===== src/design/gbc_pkg.sv =====
// shared widths, constants and types of the goertzel bin contrast block
package gbc_pkg;

    localparam int SAMPLE_W = 16;
    localparam int COEFF_W  = 19;
    localparam int ST_W     = 48;
    localparam int POW_W    = 63;
    localparam int EN_W     = 43;
    localparam int Q_W      = 32;
    localparam int LEN_W    = 13;
    localparam int ACC_W    = 104;
    localparam int CH_W     = 24;
    localparam int OPA_W    = 72;
    localparam int OPB_W    = 48;
    localparam int DIV_W    = 96;
    localparam int DEN_W    = 64;
    localparam int R_W      = 52;
    localparam int S_W      = 54;
    localparam int NUM_BINS = 3;
    localparam int TDATA_W  = 248;

    localparam logic [LEN_W-1:0] MAX_WINDOW_SAMPLES = LEN_W'(4096);
    localparam logic [POW_W-1:0] POW_MAX    = '1;
    localparam logic [EN_W-1:0]  ENERGY_MAX = '1;
    localparam logic [OPB_W-1:0] SCORE_SCALE = OPB_W'(256000);

    localparam logic [1:0] REG_COEFF_TARGET = 2'd0;
    localparam logic [1:0] REG_COEFF_LOWER  = 2'd1;
    localparam logic [1:0] REG_COEFF_UPPER  = 2'd2;

    typedef logic signed [COEFF_W-1:0] coeff_t;

    typedef struct packed {
        logic signed [SAMPLE_W-1:0] sample;
        logic                       close;
        logic [LEN_W-1:0]           len;
    } item_t;

    typedef struct packed {
        logic [OPA_W-1:0] a;
        logic [OPB_W-1:0] b;
        logic [1:0]       na_m1;
        logic             nb_m1;
        logic             neg;
        logic             clr;
    } mac_cmd_t;

    typedef struct packed {
        logic [LEN_W-1:0] window_length;
        logic [Q_W-1:0]   contrast;
        logic [Q_W-1:0]   score;
        logic [EN_W-1:0]  total_energy;
        logic [POW_W-1:0] neighbor_power;
        logic [POW_W-1:0] target_power;
    } result_t;

endpackage


===== src/design/gbc_front.sv =====
// front end: accepts samples, counts the window, tags closing samples, two-entry queue
module gbc_front (
    input  logic                  aclk,
    input  logic                  aresetn,
    input  logic                  s_valid,
    output logic                  s_ready,
    input  logic [gbc_pkg::SAMPLE_W-1:0] s_sample,
    input  logic                  s_last,
    output logic                  q_valid,
    output gbc_pkg::item_t        q_item,
    input  logic                  q_pop
);

    logic [gbc_pkg::LEN_W-1:0] cnt_reg, cnt_next, cnt_inc;
    gbc_pkg::item_t            slot_reg [2];
    logic                      wr_ptr_reg, rd_ptr_reg;
    logic [1:0]                fill_reg, fill_next;
    logic                      push, pop, close;

    assign s_ready = (fill_reg != 2'd2);
    assign q_valid = (fill_reg != 2'd0);
    assign q_item  = slot_reg[rd_ptr_reg];
    assign push    = s_valid & s_ready;
    assign pop     = q_pop & q_valid;

    assign cnt_inc  = cnt_reg + 1'b1;
    assign close    = s_last | (cnt_inc == gbc_pkg::MAX_WINDOW_SAMPLES);
    assign cnt_next = close ? '0 : cnt_inc;

    always_comb begin
        fill_next = fill_reg;
        case ({push, pop})
            2'b10:   fill_next = fill_reg + 1'b1;
            2'b01:   fill_next = fill_reg - 1'b1;
            default: fill_next = fill_reg;
        endcase
    end

    always_ff @(posedge aclk) begin
        if (!aresetn) begin
            cnt_reg    <= '0;
            wr_ptr_reg <= 1'b0;
            rd_ptr_reg <= 1'b0;
            fill_reg   <= '0;
        end else begin
            fill_reg <= fill_next;
            if (push) begin
                cnt_reg    <= cnt_next;
                wr_ptr_reg <= ~wr_ptr_reg;
            end
            if (pop) begin
                rd_ptr_reg <= ~rd_ptr_reg;
            end
        end
    end

    always_ff @(posedge aclk) begin
        if (push) begin
            slot_reg[wr_ptr_reg].sample <= s_sample;
            slot_reg[wr_ptr_reg].close  <= close;
            slot_reg[wr_ptr_reg].len    <= cnt_inc;
        end
    end

endmodule


===== config.mk =====
export PLATFORM = sky130hd
export DESIGN_NAME = gbc_front
export DESIGN_NICKNAME = d
export VERILOG_FILES = /design/src/design/gbc_pkg.sv /design/src/design/gbc_front.sv
export SDC_FILE = /design/constraint.sdc
export NUM_CORES = 1
export LEC_CHECK = 0
export ABC_AREA = 1
export BUFFER_PORTS_ARGS = -buffer_cell sky130_fd_sc_hd__buf_4
export CAP_MARGIN = 10
export CORE_MARGIN = 8
export CORE_UTILIZATION = 51
export CTS_CLUSTER_SIZE = 25
export DETAILED_ROUTE_END_ITERATION = 8
export PLACE_DENSITY_LB_ADDON = 0.25
export SYNTH_ARGS = -nofsm -noshare
export SYNTH_HDL_FRONTEND = slang
export SYNTH_SLANG_ARGS = --single-unit

===== constraint.sdc =====
create_clock -name aclk -period 2.6 [get_ports aclk]
set_input_delay 0.39 -clock aclk [delete_from_list [all_inputs] [get_ports aclk]]
set_output_delay 0.39 -clock aclk [all_outputs]
set_load 0.1 [all_outputs]

## After elaboration in Yosys (flattened, before gate mapping)

Memory sizes are Yosys's and may differ from the RTL's. A register that Yosys moved wholly into a read port is not among the register bits.
Cells that the tools add are included.

- Word-level logic and storage cells: 25
- Memory bits (writable): 60
- Bits of input ports: 21
- Output and inout port bits: 32
- Register bits: 17
- Memories kept: 1

- Bitwise gates (word level): 5
- Reductions and logical operators: 2
- Equal/unequal tests: 4
- Muxes and demuxes: 6
- Add/sub/neg operators: 3

Memory list:

| memory | words | width | read ports | clocked after Yosys merged registers in | write ports | RTL line | RTL |
|---|---|---|---|---|---|---|---|
| slot_reg | 2 | 30 | 1 | 1 | 1 | gbc_front.sv:15 | `gbc_pkg::item_t slot_reg [2];` |

Operators with widths:

| operator | count |
|---|---|
| $add A13 B1 Y13 const B | 1 |
| $eq A13 B13 Y1 const B | 1 |
| $mux W13 | 1 |
| $mux W1 | 4 |
| $pmux W2 S2 | 1 |
| $reduce_bool A2 Y1 | 2 |
| $add A2 B1 Y2 const B | 1 |
| $and A1 B1 Y1 | 2 |
| $eq A2 B1 Y1 const B | 1 |
| $eq A2 B2 Y1 const B | 1 |
| $ne A2 B2 Y1 const B | 1 |
| $not A1 Y1 | 2 |
| $sub A2 B1 Y2 const B | 1 |
| $or A1 B1 Y1 | 1 |

## Depth between registers and ports, before layout

Gate-level depths: netlist (run 1).

- Depth in word-level cells: 4
- Depth in mapped cells: 13
- Depth with buffers taken out: 12

## Least setup slack after synthesis (run 1)

Ideal clock, no wire load.

- Kind: register -> register
- Start point: register fill_reg[0]
- End point: memory slot_reg[0][0] (netlist name), enable pin
- Path slack: -721 ps
- Cell stages (with the launch flop): 7
- Setup time: 417 ps
- Arrival: 2904 ps
- Path buffers: 2
- Clock period less this slack: 3321 ps
- Required time: 2183 ps
- Cells stage by stage: dfxtp_1 > inv_1 > nand2_1 > nand2_1 > buf_2 > buf_1 > nor2_1

- Longest elaborated chain between the ends: 4

RTL lines:

| what | RTL line | RTL |
|---|---|---|
| start: declaration | gbc_front.sv:17 | `logic [1:0] fill_reg, fill_next;` |
| start signal: assignment | gbc_front.sv:46 | `fill_reg <= fill_next;` |
| $ne A2 B2 Y1 | gbc_front.sv:20 | `assign s_ready = (fill_reg != 2'd2);` |
| net s_ready | gbc_front.sv:6 | `output logic s_ready,` |
| $and A1 B1 Y1 | gbc_front.sv:23 | `assign push = s_valid & s_ready;` |
| $mux W1 | gbc_front.sv:58 | `if (push) begin` |
| $mux W1 (not written as such) | gbc_front.sv:61 | `slot_reg[wr_ptr_reg].len <= cnt_inc;` |
| end: declaration | gbc_front.sv:15 |  |

The timed path passes the listed nets, and every way through them passes these cells.

==> reports/results.txt, run 1 <==
The H-tree depth reported by CTS is 3. The number of flip-flops under the largest register name is 60. The number of setup violations in the final report is 0, and the slew at the pin with the worst max-slew slack is 669.6 ps. After the flow finishes, the layout carries non-filler instances totaling 429. The die extent in x was 98.51 um; the routed wire length per instance was 14.51 um.

After detailed routing, the number of vias per cell comes to 5.110. Mean instance size in the synthesized netlist: 12.14 um2. STA classifies the critical path endpoint as an output port. The start point of the worst hold path is s_sample[11].

The synthesized-area fraction occupied by ao, oa, aoi and oai cells works out to 0.05117. The logs give 0.009704 mm2 for the die area and 82 for the DRC violation total after the first TritonRoute iteration. The clock transition at the register clock pins on the worst setup and hold paths after CTS is 80 ps. The cell that appears most often on the critical path is sky130_fd_sc_hd__buf_4. For the final standard cell utilization of the core, the log shows 0.6212.

The worst setup path is launched from a register. The share of synthesized cell area in and, or, nand and nor gates is 0.1640, and the highest net fanout along the worst path is 30. Cell internal power was estimated by the tool at 2.233 mW. For the detailed placer's ending HPWL, the log shows 4218 um. Counting the buffers created by CTS gives 9. The logs give 2210 ps for the data required time at the worst endpoint and 0 for the final-report hold violation count. Walking the worst path, the cells encountered are buf_4, mux2_2, buf_4. For the clock network fraction of design power, the log shows 0.236.

The first-pass GRT wire length was 10300 um; the number of iterations in the first detailed-routing pass was 4. The startpoint identified for the worst register-to-register timing path is cnt_reg[1]. The overall track demand over capacity in global routing is 0.1341.

The critical path is of the reg2out type. The top-area cell type share of the netlist area was 0.5189. The run gives 350 ps as the clock insertion delay at the later pin of the skew report. The number of nets handed over by synthesis was 310. For the initial antenna violation count, the log shows 0. The routed layout has 2192 vias.

The clock net in this run drives a total of 78 sinks. Class of the worst hold path: in2reg. The worst hold slack after final layout was 219.1 ps; the critical path arrival was 1660 ps. The sequential-to-total area share from yosys stat came out at 0.6227.

For the initial core utilization, the log shows 0.5197. The run gives 0.003472 mm2 as the cell area after synthesis. The combinational fraction of design power is 0.369. The number of slew-limit violations in the final report came out at 0. The worst relative slew slack came out at 0.5531. The adder and majority cell fraction of the synthesized area is 0.01081, and the post-cts sizing count is 0. Compared with the post-synthesis result, the final layout area differs by 19.53%. 0 antenna diodes ended up in the layout.

Leaving out fill and tap cells, the most frequent cells in the layout are 60 x sky130_fd_sc_hd__edfxtp_1, 56 x sky130_fd_sc_hd__buf_4, 42 x sky130_fd_sc_hd__nand2_1, 30 x sky130_fd_sc_hd__mux2_2, 27 x sky130_fd_sc_hd__inv_1. The final layout contains 368 nets. The run gives 7.904 ps as the worst setup skew after layout. Setup repair after global routing left no endpoint under its margin.

Clock tree synthesis selected as its root buffer the cell sky130_fd_sc_hd__clkbuf_8. The share of synthesized area spent on multiplexers came out at 0.09730. Counting flops and latches in the post-synthesis netlist gives 78.

Wires add up to 6225 um. The XOR/XNOR share of the synthesized area was 0.004685; the standard-cell row count was 30. The final cycle utilization of the critical path was 0.7875.

The dominant combinational cell family by area after synthesis is simple AND/OR/NAND/NOR gates. The switching part of the total is 0.4157, and the boundary pin count is 53. The final critical delay including setup and external delays was 2048 ps; the number of input and output port buffers inserted was 52. TritonCTS built the clock tree.

Yosys attributes the largest share of cell area to sky130_fd_sc_hd__edfxtp_1 52%, sky130_fd_sc_hd__dfxtp_1 10%, sky130_fd_sc_hd__mux2_2 9.7%. Top cell type by total area after synthesis: sky130_fd_sc_hd__edfxtp_1. In this design, the stage delay of the slowest critical-path cell is 400 ps.

In this run, distinct cell masters in the synthesized netlist total 29. The number of buffer and inverter instances along the worst setup path was 2; the DRC violation count after routing was 0. Counting the fill cells in the layout gives 524.

The count of maximum capacitance violations was 0. The flow ran to the end, and the final reports show no timing, DRC or antenna violations. In this run the vertical extent of the chip is 98.51 um. Summed over all failing endpoints, the final setup total negative slack is 0 ps. For this design the static power due to leakage is 1.588 nW. The power per unit of standard cell area came out at 920.7 mW/mm2.

For the leftover overflow at the end of global routing, the log shows 0. The core outline area was 0.006681 mm2; the post-CTS setup-driven buffer insertion count was 0. For the peak supply drop, the log shows 0.4793 mV. Via count of the first global-routing pass: 2132. Synthesis produced a netlist whose cell count is 286. The buffer levels on the longest clock path is 2, and the residual antenna-violating net count after detailed routing is 0. The run gives 413 as the number of placed instances with taps included. The library cell used most frequently in the layout, excluding fill and tap cells, is sky130_fd_sc_hd__edfxtp_1. Entering global routing, the biggest net connects 32 pins. The slowest stage of the critical path is the sky130_fd_sc_hd__mux2_2 cell.

The run gives 0.395 as the sequential share of power. For this design, the CTS-stage hold fixing added 0 buffers. The tools report the maximum achievable frequency as 488.4 MHz. Among cell families on the critical path, the largest total delay comes from buffers and inverters.

The ratio of cells with drive above 1 in the final layout is 0.4155, and the number of synthesis warnings is 0. At the end of routability-driven placement, the weighted congestion stood at 0.8699. For this design the total switching power over the nets is 1.588 mW.
[power by group through the flow]
stage / combinational (mW) / clock [mW] / sequential (mW)
finish: 1.41 / 0.902 / 1.51
global route: 1.46 / 0.983 / 1.52
CTS: 1.42 / 0.931 / 1.51
detailed placement: 1.42 / 0 / 1.54
global placement: 1.41 / 0 / 1.53
floorplan: 1.15 / 0 / 1.53
[cells by family after synthesis]
group | Yosys count
buf+inv | 40
xor+xnor | 1
flops | 78
mux | 30
compound gates | 28
simple gates | 106
fa+ha+maj | 3
[worst paths after layout]
kind / to / cells past startpoint / slack [ps]
hold / removal: slot_reg[0][25] / 1 / 220
hold reg to reg: rd_ptr_reg / 1 / 460
setup / recovery: q_item[6] / 3 / 550
setup reg to reg: cnt_reg[12] / 10 / 670
[synthesized netlist by cell type]
library cell               number
sky130_fd_sc_hd__dfxtp_1       18
sky130_fd_sc_hd__a21oi_2        9
sky130_fd_sc_hd__o21ai_0        4
sky130_fd_sc_hd__o21ai_2        1
sky130_fd_sc_hd__nand2_1       42
sky130_fd_sc_hd__a21oi_1       13
sky130_fd_sc_hd__inv_2          3
sky130_fd_sc_hd__nand2_2        7
sky130_fd_sc_hd__nor3_1         2
sky130_fd_sc_hd__inv_1         27
sky130_fd_sc_hd__nor2_2         3
sky130_fd_sc_hd__clkinv_1       1
sky130_fd_sc_hd__nor2_1        18
sky130_fd_sc_hd__ha_1           3
sky130_fd_sc_hd__nand2_4        2
sky130_fd_sc_hd__mux2_2        30
sky130_fd_sc_hd__and2_1         1
sky130_fd_sc_hd__o21ai_1        1
sky130_fd_sc_hd__buf_4          1
sky130_fd_sc_hd__buf_1          1
sky130_fd_sc_hd__clkbuf_1       5
sky130_fd_sc_hd__edfxtp_1      60
sky130_fd_sc_hd__buf_12         1
sky130_fd_sc_hd__buf_2          1
sky130_fd_sc_hd__xor2_2         1
sky130_fd_sc_hd__nand3_1       13
sky130_fd_sc_hd__nand3_2       12
sky130_fd_sc_hd__nor2_4         4
sky130_fd_sc_hd__nand4_1        2
[layer usage]
metal | wire (um) | vias up | global-route usage
li1 | - | 1096 | -
met1 | 2845 | 1031 | 0.1619
met2 | 2980 | 53 | 0.2161
met3 | 289 | 12 | 0.03594
met4 | 110 | 0 | 0.06730
met5 | 0 | - | 0
[metrics by stage]
step | total power, mW | instance area, um2 | setup WS (ps)
final | 3.821 | 4150 | 552.4
after detailed placement | 2.957 | 3953 | 691.2
after global placement | 2.941 | 3953 | 759.2
after floorplan | 2.681 | 3487 | 61.93
after CTS | 3.863 | 4150 | 508.0
after global routing | 3.965 | 4150 | 479.4
[area by class of cell]
class	instances	area, um2	area share
Timing Repair Buffer	56	420.4	0.1013
Inverter	31	116.4	0.02804
Sequential cell	78	2162	0.5210
Tap cell	80	100.1	0.02412
Clock buffer	10	127.6	0.03075
Clock inverter	6	70.07	0.01688
Multi-Input combinational cell	168	1154	0.2780
(Power assumes the default switching activity.)
==> inputs of run 2 (changes only) <==
CORE_UTILIZATION = 55   (was 51)
clock period = 1.9 ns   (was 2.6 ns; I/O delays follow)
==> run 2 against run 1 <==
Non-clock buffer count rose by 2. Sequential share of layout area fell by 0.91 points. Hold slack got worse by 100 ps. First-iteration DRC count rose by 26%. Largest power group unchanged. Combinational power rose by 41%. Total power rose by 38%. Wire length fell by 1.0%.
==> reports/results.txt, run 2 (synthesis results as in run 1) <==
The final antenna diode count is 0 (unchanged). Number of input and output port buffers inserted: 52 (unchanged). The run gives 0.6007 (+0.04754) as the worst relative slew slack. For the clock insertion delay at the later pin of the skew report, the log shows 350 ps (about the same). Peak supply drop: 0.8375 mV (+75%). The buffer levels on the longest clock path is 2 (unchanged). The overall track demand over capacity in global routing was 0.1442 (+0.01010); the highest net fanout along the worst path was 30 (unchanged). For the initial antenna violation count, the log shows 0 (unchanged). STA classifies the critical path startpoint as a register.

The peak per-stage delay on the critical path is 370 ps (-30 ps). For the total power, the log shows 5.291 mW (+38%). The maximum number of pins on one net before global-route repair came out at 31 (-3.1%). The ratio of cells with drive above 1 in the final layout is 0.4330 (+0.01758), and the vertical die dimension is 95.46 um (-3.1%).

The tree is rooted in a sky130_fd_sc_hd__clkbuf_8. The count of maximum capacitance violations is 0 (unchanged). The top routing layer in use was met4. The logs give 0 (unchanged) for the number of slew-limit violations in the final report and 0.5563 (+0.03667) for the initial core utilization. The total met2 wirelength after detailed routing was 2961 um (-0.64%); the number of setup violations in the final report was 0 (unchanged). Final cycle utilization of the critical path: 0.9527. The top cell types in the final layout, fill and taps aside, are 60 x sky130_fd_sc_hd__edfxtp_1, 55 x sky130_fd_sc_hd__buf_4, 40 x sky130_fd_sc_hd__nand2_1, 30 x sky130_fd_sc_hd__mux2_2, 26 x sky130_fd_sc_hd__inv_1. The number of flip-flops under the largest register name came out at 60 (unchanged). The logs give 370 (+0.54%) for the number of nets in the layout and 4315 um (+2.3%) for the detailed placer's ending HPWL. The logs give 0 (unchanged) for the post-CTS setup-driven buffer insertion count and 2101 (-1.5%) for the via count of the first global-routing pass. The die extent in x is 95.46 um (-3.1%). Setup repair after global routing left no endpoint under its margin.

The total length of routed wires was 6162 um (-1.0%). Source of the worst register-to-register timing path: cnt_reg[4]. The final-layout setup total negative slack was 0 ps (unchanged).

The weighted congestion reported at the end of routability-driven placement was 0.8658 (-0.47%). The number of sinks handled by clock tree synthesis was 78 (unchanged). Start point of the worst hold path: s_sample[2]. The run gives 552.4 MHz as the maximum achievable frequency.

The logs give 9 (unchanged) for the total CTS buffers and 0 (unchanged) for the post-cts sizing count. The startpoint-to-endpoint class of the critical path was reg2out. The final critical delay including setup and external delays is 1810 ps.

The tools report the post-route standard cell area excluding fillers as 0.004227 mm2 (+1.8%). The hold buffer count at CTS is 0 (unchanged). The critical path arrival was 1530 ps (-130 ps); the standard-cell row count was 29 (-3.3%). The first-pass GRT wire length was 10050 um (-2.5%). The worst setup path is captured at an output port.

The cell type of the slowest stage on the worst timing path was sky130_fd_sc_hd__mux2_2. The sum of routed wire segments on met1 was 2718 um (-4.5%); the boundary pin count was 53 (unchanged). The tools report the core outline area as 0.006241 mm2 (-6.6%).

For the DRC violation total after the first TritonRoute iteration, the log shows 103 (+26%). Walking the worst path, the cells encountered are buf_12, mux2_2, buf_4. The run gives 1.609 nW (+1.3%) as the reported leakage power.

The slew at the pin with the worst max-slew slack is 598.3 ps (-71.23 ps). Class of the worst hold path: in2reg. The run gives 0 (unchanged) as the residual antenna-violating net count after detailed routing. Via count of the routed design: 2197 (+0.23%). The number of iterations in the first detailed-routing pass was 4 (unchanged); the flop-to-flop setup slack was 160 ps (-510 ps). The run gives 6.527 ps (-1.377 ps) as the worst setup skew after layout. The die area was 0.009112 mm2 (-6.1%); the amount of wire on met3 after detailed routing was 390 um (+35%).

The area growth from synthesis to layout is 21.73%. The average vias per placed instance came out at 5.133 (+0.46%). The flow ran to the end, and the final reports show no timing, DRC or antenna violations. For the final standard cell utilization of the core, the log shows 0.6772 (+0.05606). The H-tree depth reported by CTS was 3 (unchanged). The logs give 0.004020 mm2 (+1.7%) for the area of placed instances and 1620 ps (-590 ps) for the data required time at the worst endpoint. The most common library cell in the layout ignoring fill and taps was sky130_fd_sc_hd__edfxtp_1.

The power per unit of standard cell area was 1252 mW/mm2 (+36%); the routed wire length per instance was 14.40 um (-0.78%). TritonCTS built the clock tree. The clock transition at the register clock pins on the worst setup and hold paths after CTS works out to 80 ps (about the same). The DRC violation count after routing is 0 (unchanged), and the final-report hold violation count is 0 (unchanged). The leftover overflow at the end of global routing was 0 (unchanged).
[run 2: changes by cell type in the layout (fill, tap and decap cells not counted)]
cell	change
sky130_fd_sc_hd__buf_4	-1
sky130_fd_sc_hd__ha_2	+1
sky130_fd_sc_hd__nand2_1	-2
sky130_fd_sc_hd__nand2_2	+1
sky130_fd_sc_hd__inv_2	+1
sky130_fd_sc_hd__dfxtp_1	-1
sky130_fd_sc_hd__inv_1	-1
sky130_fd_sc_hd__ha_1	-1
sky130_fd_sc_hd__nor2_4	+1
sky130_fd_sc_hd__nor2_2	-1
sky130_fd_sc_hd__dfxtp_2	+1
sky130_fd_sc_hd__nand2_8	+1
sky130_fd_sc_hd__buf_12	+3
[run 2: critical path: cells and delay by family, from the launching register on]
| family | cells | cell delay [ps] |
|---|---|---|
| muxes | 1 | 370 |
| DFF | 1 | 360 |
| buffers and inverters | 2 | 440 |
[run 2: stage by stage]
stage	instances	worst slack [ps]	hold slack [ps]
after global placement	412	199.7	438.1
after global routing	428	3.801	99.93
after floorplan	286	8.566	383.9
after CTS	428	50.97	95.24
final	428	89.87	117.7
after detailed placement	412	124.8	451.7
[run 2: metal layers]
metal  up-vias  track usage
met3        10      0.04409
met1      1036       0.1709
met5         -            0
met2        41       0.2399
met4         0      0.05762
li1       1110            -
[run 2: final cells by class]
| type | count | area [um2] |
|---|---|---|
| Sequential cell | 78 | 2163 |
| Multi-Input combinational cell | 168 | 1180 |
| Tap cell | 77 | 96.34 |
| Clock inverter | 6 | 70.07 |
| Inverter | 31 | 116.4 |
| Timing Repair Buffer | 58 | 473.0 |
| Clock buffer | 10 | 127.6 |
| Fill cell | 445 | 2014 |
[run 2: path summary, 6_finish.rpt]
check | endpoint | cells past startpoint
hold reg to reg | rd_ptr_reg | 1
setup reg to reg | slot_reg[1][13] | 9
hold / removal | slot_reg[1][16] | 1
setup / recovery | q_item[6] | 3
[run 2: where the power goes]
group / internal [mW] / switching (mW) / leakage [nW]
clock network: 0.616 / 0.614 / 0.0895
registers: 2.02 / 0.0564 / 0.717
logic: 0.462 / 1.52 / 0.803
==> inputs of run 3 (changes only) <==
CTS_BUF_LIST = sky130_fd_sc_hd__clkbuf_4   (was not set)
CTS_CLUSTER_SIZE = 30   (was 25)
==> run 3 against run 2 <==
Combinational power rose by 8%. Cell count rose by 0.23%. Critical path depth did not move. Die area did not move. Register-to-register slack barely moved. Highest routed layer unchanged. Clock power fell by 17%. Largest power group is now combinational logic. Worst setup slack got worse by 29 ps. Via count rose by 1.1%. Fmax fell by 1.6%. Sequential power barely moved. Critical path type unchanged. Global-route usage rose by 0.72 points.
==> reports/results.txt, run 3 (synthesis results as in run 1) <==
For the area of placed instances, the log shows 0.004020 mm2 (unchanged). Area of the multi-input gates: 0.001180 mm2 (unchanged). The critical path arrival was 1550 ps (+20 ps). The run gives 412 (unchanged) as the number of placed instances with taps included. DRC violation count after routing: 0 (unchanged).

The weighted congestion reported at the end of routability-driven placement was 0.8658 (unchanged); the sequential cell area in the final layout was 0.002168 mm2 (+0.23%). The number of input and output port buffers inserted was 52 (unchanged); the worst relative slew slack was 0.5917 (-0.008991). The tools report the number of setup violations in the final report as 0 (unchanged).

Endpoint type of the worst setup path: an output port. The highest net fanout along the worst path works out to 15 (-50%). The clock tree root buffer cell is sky130_fd_sc_hd__clkbuf_4.

The vertical die dimension is 95.46 um (unchanged). For the detailed placer's ending HPWL, the log shows 4315 um (unchanged). The initial antenna violation count came out at 0 (unchanged).

The initial core utilization is 0.5563 (unchanged). The hold buffer count at CTS is 0 (unchanged), and the number of slew-limit violations in the final report is 0 (unchanged). The via count of the first global-routing pass was 2161 (+2.9%).

The logs give 70 (-32%) for the DRC violation total after the first TritonRoute iteration and 6518 um (+5.8%) for the total length of routed wires. The peak supply drop came out at 0.8399 mV (+0.29%). In the layout the commonest cells are 60 x sky130_fd_sc_hd__edfxtp_1, 40 x sky130_fd_sc_hd__nand2_1, 30 x sky130_fd_sc_hd__mux2_2, 29 x sky130_fd_sc_hd__buf_6, 26 x sky130_fd_sc_hd__inv_1.

The ratio of cells with drive above 1 in the final layout came out at 0.4432 (+0.01013). Via count of the routed design: 2222 (+1.1%). The tools report the first-pass GRT wire length as 10500 um (+4.5%). For the maximum achievable frequency, the log shows 543.7 MHz (-1.6%).

TritonCTS built the clock tree. The clock transition at the register clock pins on the worst setup and hold paths after CTS was 130 ps (+50 ps); the standard-cell row count was 29 (unchanged). The final-report hold violation count was 0 (unchanged); the buffer levels on the longest clock path was 2 (unchanged).

The area growth from synthesis to layout is 24.50%. For the number of sinks handled by clock tree synthesis, the log shows 78 (unchanged). Number of flip-flops under the largest register name: 60 (unchanged). The critical path is of the reg2out type. The logs give 420 ps (+70 ps) for the clock insertion delay at the later pin of the skew report and 3 (unchanged) for the H-tree depth reported by CTS. The tools report the maximum number of pins on one net before global-route repair as 31 (unchanged). Setup repair after global routing left no endpoint under its margin. For the post-route standard cell area excluding fillers, the log shows 0.004323 mm2 (+2.3%).

The power per unit of standard cell area was 1214 mW/mm2 (-3.0%). Count of maximum capacitance violations: 0 (unchanged). The tightest min-delay check is of the in2reg type. The core outline area is 0.006241 mm2 (unchanged). The logs give 0 (unchanged) for the final antenna diode count and 0.009112 mm2 (unchanged) for the die area. The run finished with clean final reports. The final cycle utilization of the critical path is 0.9680 (+0.01526). The post-layout instance count excluding filler cells was 429 (+0.23%). The run gives 1620 ps (about the same) as the data required time at the worst endpoint. The run gives 0 (unchanged) as the leftover overflow at the end of global routing.

The number of iterations in the first detailed-routing pass is 4 (unchanged). The final-layout setup total negative slack is 0 ps (unchanged). The slew at the pin with the worst max-slew slack was 611.8 ps (+13.47 ps); the residual antenna-violating net count after detailed routing was 0 (unchanged). The die extent in x was 95.46 um (unchanged). The routed wire length per instance was 15.19 um (+5.5%); the boundary pin count was 53 (unchanged). The startpoint class of the critical path was a register.

For the reported leakage power, the log shows 1.640 nW (+1.9%). The final critical delay including setup and external delays works out to 1839 ps (+28.99 ps). The overall track demand over capacity in global routing is 0.1514 (+0.007192), and the total CTS buffers is 9 (unchanged). Leaving out fill and tap cells, the most frequent cell in the layout is sky130_fd_sc_hd__edfxtp_1.

The run gives 430 (-3.4%) as the filler cell count. The number of nets in the layout came out at 371 (+0.27%). The worst setup skew after layout is 9.730 ps (+3.202 ps). The average vias per placed instance is 5.179 (+0.90%), and the post-CTS setup-driven buffer insertion count is 0 (unchanged).
==> run 3: cell types whose count changed in the layout (fill, tap and decap cells not counted) <==
cell,previous run,this run
sky130_fd_sc_hd__buf_4,55,25
sky130_fd_sc_hd__buf_6,0,29
sky130_fd_sc_hd__clkbuf_4,0,10
sky130_fd_sc_hd__clkbuf_8,9,0
sky130_fd_sc_hd__dfxtp_1,17,15
sky130_fd_sc_hd__buf_16,0,1
sky130_fd_sc_hd__buf_8,0,1
sky130_fd_sc_hd__clkbuf_1,1,0
sky130_fd_sc_hd__dfxtp_2,1,2
sky130_fd_sc_hd__dfxtp_4,0,1
==> run 3: worst max-delay path, cell delays in order, from the launching register on <==
cell,delay [ps]
sky130_fd_sc_hd__dfxtp_4,420
sky130_fd_sc_hd__buf_12,160
sky130_fd_sc_hd__mux2_2,360
sky130_fd_sc_hd__buf_6,190
==> run 3: layout make-up <==
| class | instances | share of cell area |
|---|---|---|
| Sequential cell | 78 | 0.5016 |
| Multi-Input combinational cell | 168 | 0.2729 |
| Timing Repair Buffer | 59 | 0.1427 |
| Clock inverter | 6 | 0.01621 |
| Tap cell | 77 | 0.02229 |
| Inverter | 31 | 0.02692 |
| Clock buffer | 10 | 0.01737 |
==> run 3: path summary, 6_finish.rpt <==
path	startpoint	end	slack, ps	cells after the start
hold / removal	s_sample[2]	slot_reg[1][16]	40	1
hold reg to reg	rd_ptr_reg	register	470	1
setup / recovery	register	q_item[27]	60	3
setup reg to reg	cnt_reg[0]	slot_reg[0][13]	160	9
==> run 3: routing by layer <==
layer / part of all wire / global-route usage / routed length (um) / vias up
met5: 0 / 0 / 0 / -
met4: 0.018 / 0.07298 / 116 / 0
met3: 0.053 / 0.03465 / 345 / 11
met2: 0.48 / 0.2537 / 3146 / 57
met1: 0.45 / 0.1803 / 2908 / 1047
li1: - / - / - / 1107
==> run 3: through the flow <==
| stage | worst slack, ps | utilization | hold slack [ps] | power, mW |
|---|---|---|---|---|
| 6_report | 60.88 | 0.6927 | 40.59 | 5.249 |
| 2_1_floorplan | 8.566 | - | 383.9 | 3.701 |
| 4_1_cts | 0.4950 | 0.6826 | 17.07 | 5.233 |
| 3_3_place_gp | 199.7 | 0.6441 | 438.1 | 4.086 |
| 3_5_place_dp | 124.8 | 0.6441 | 451.7 | 4.116 |
| 5_1_grt | 5.367 | 0.6927 | 12.78 | 5.426 |
==> run 3: report_power, final <==
group / total, mW / internal [mW] / leakage (nW) / switching (mW)
sequential: 2.09 / 2.02 / 0.718 / 0.0684
combinational: 2.14 / 0.582 / 0.852 / 1.56
clock: 1.02 / 0.424 / 0.0696 / 0.594
total: 5.25 / 3.03 / 1.64 / 2.22
==> run 3: what timing repair did <==
action / in CTS / in global routing
pin swaps: 0 / 0
gates cloned: 1 / 0
gates resized for setup: 20 / 18
setup endpoints to repair: 30 / 27
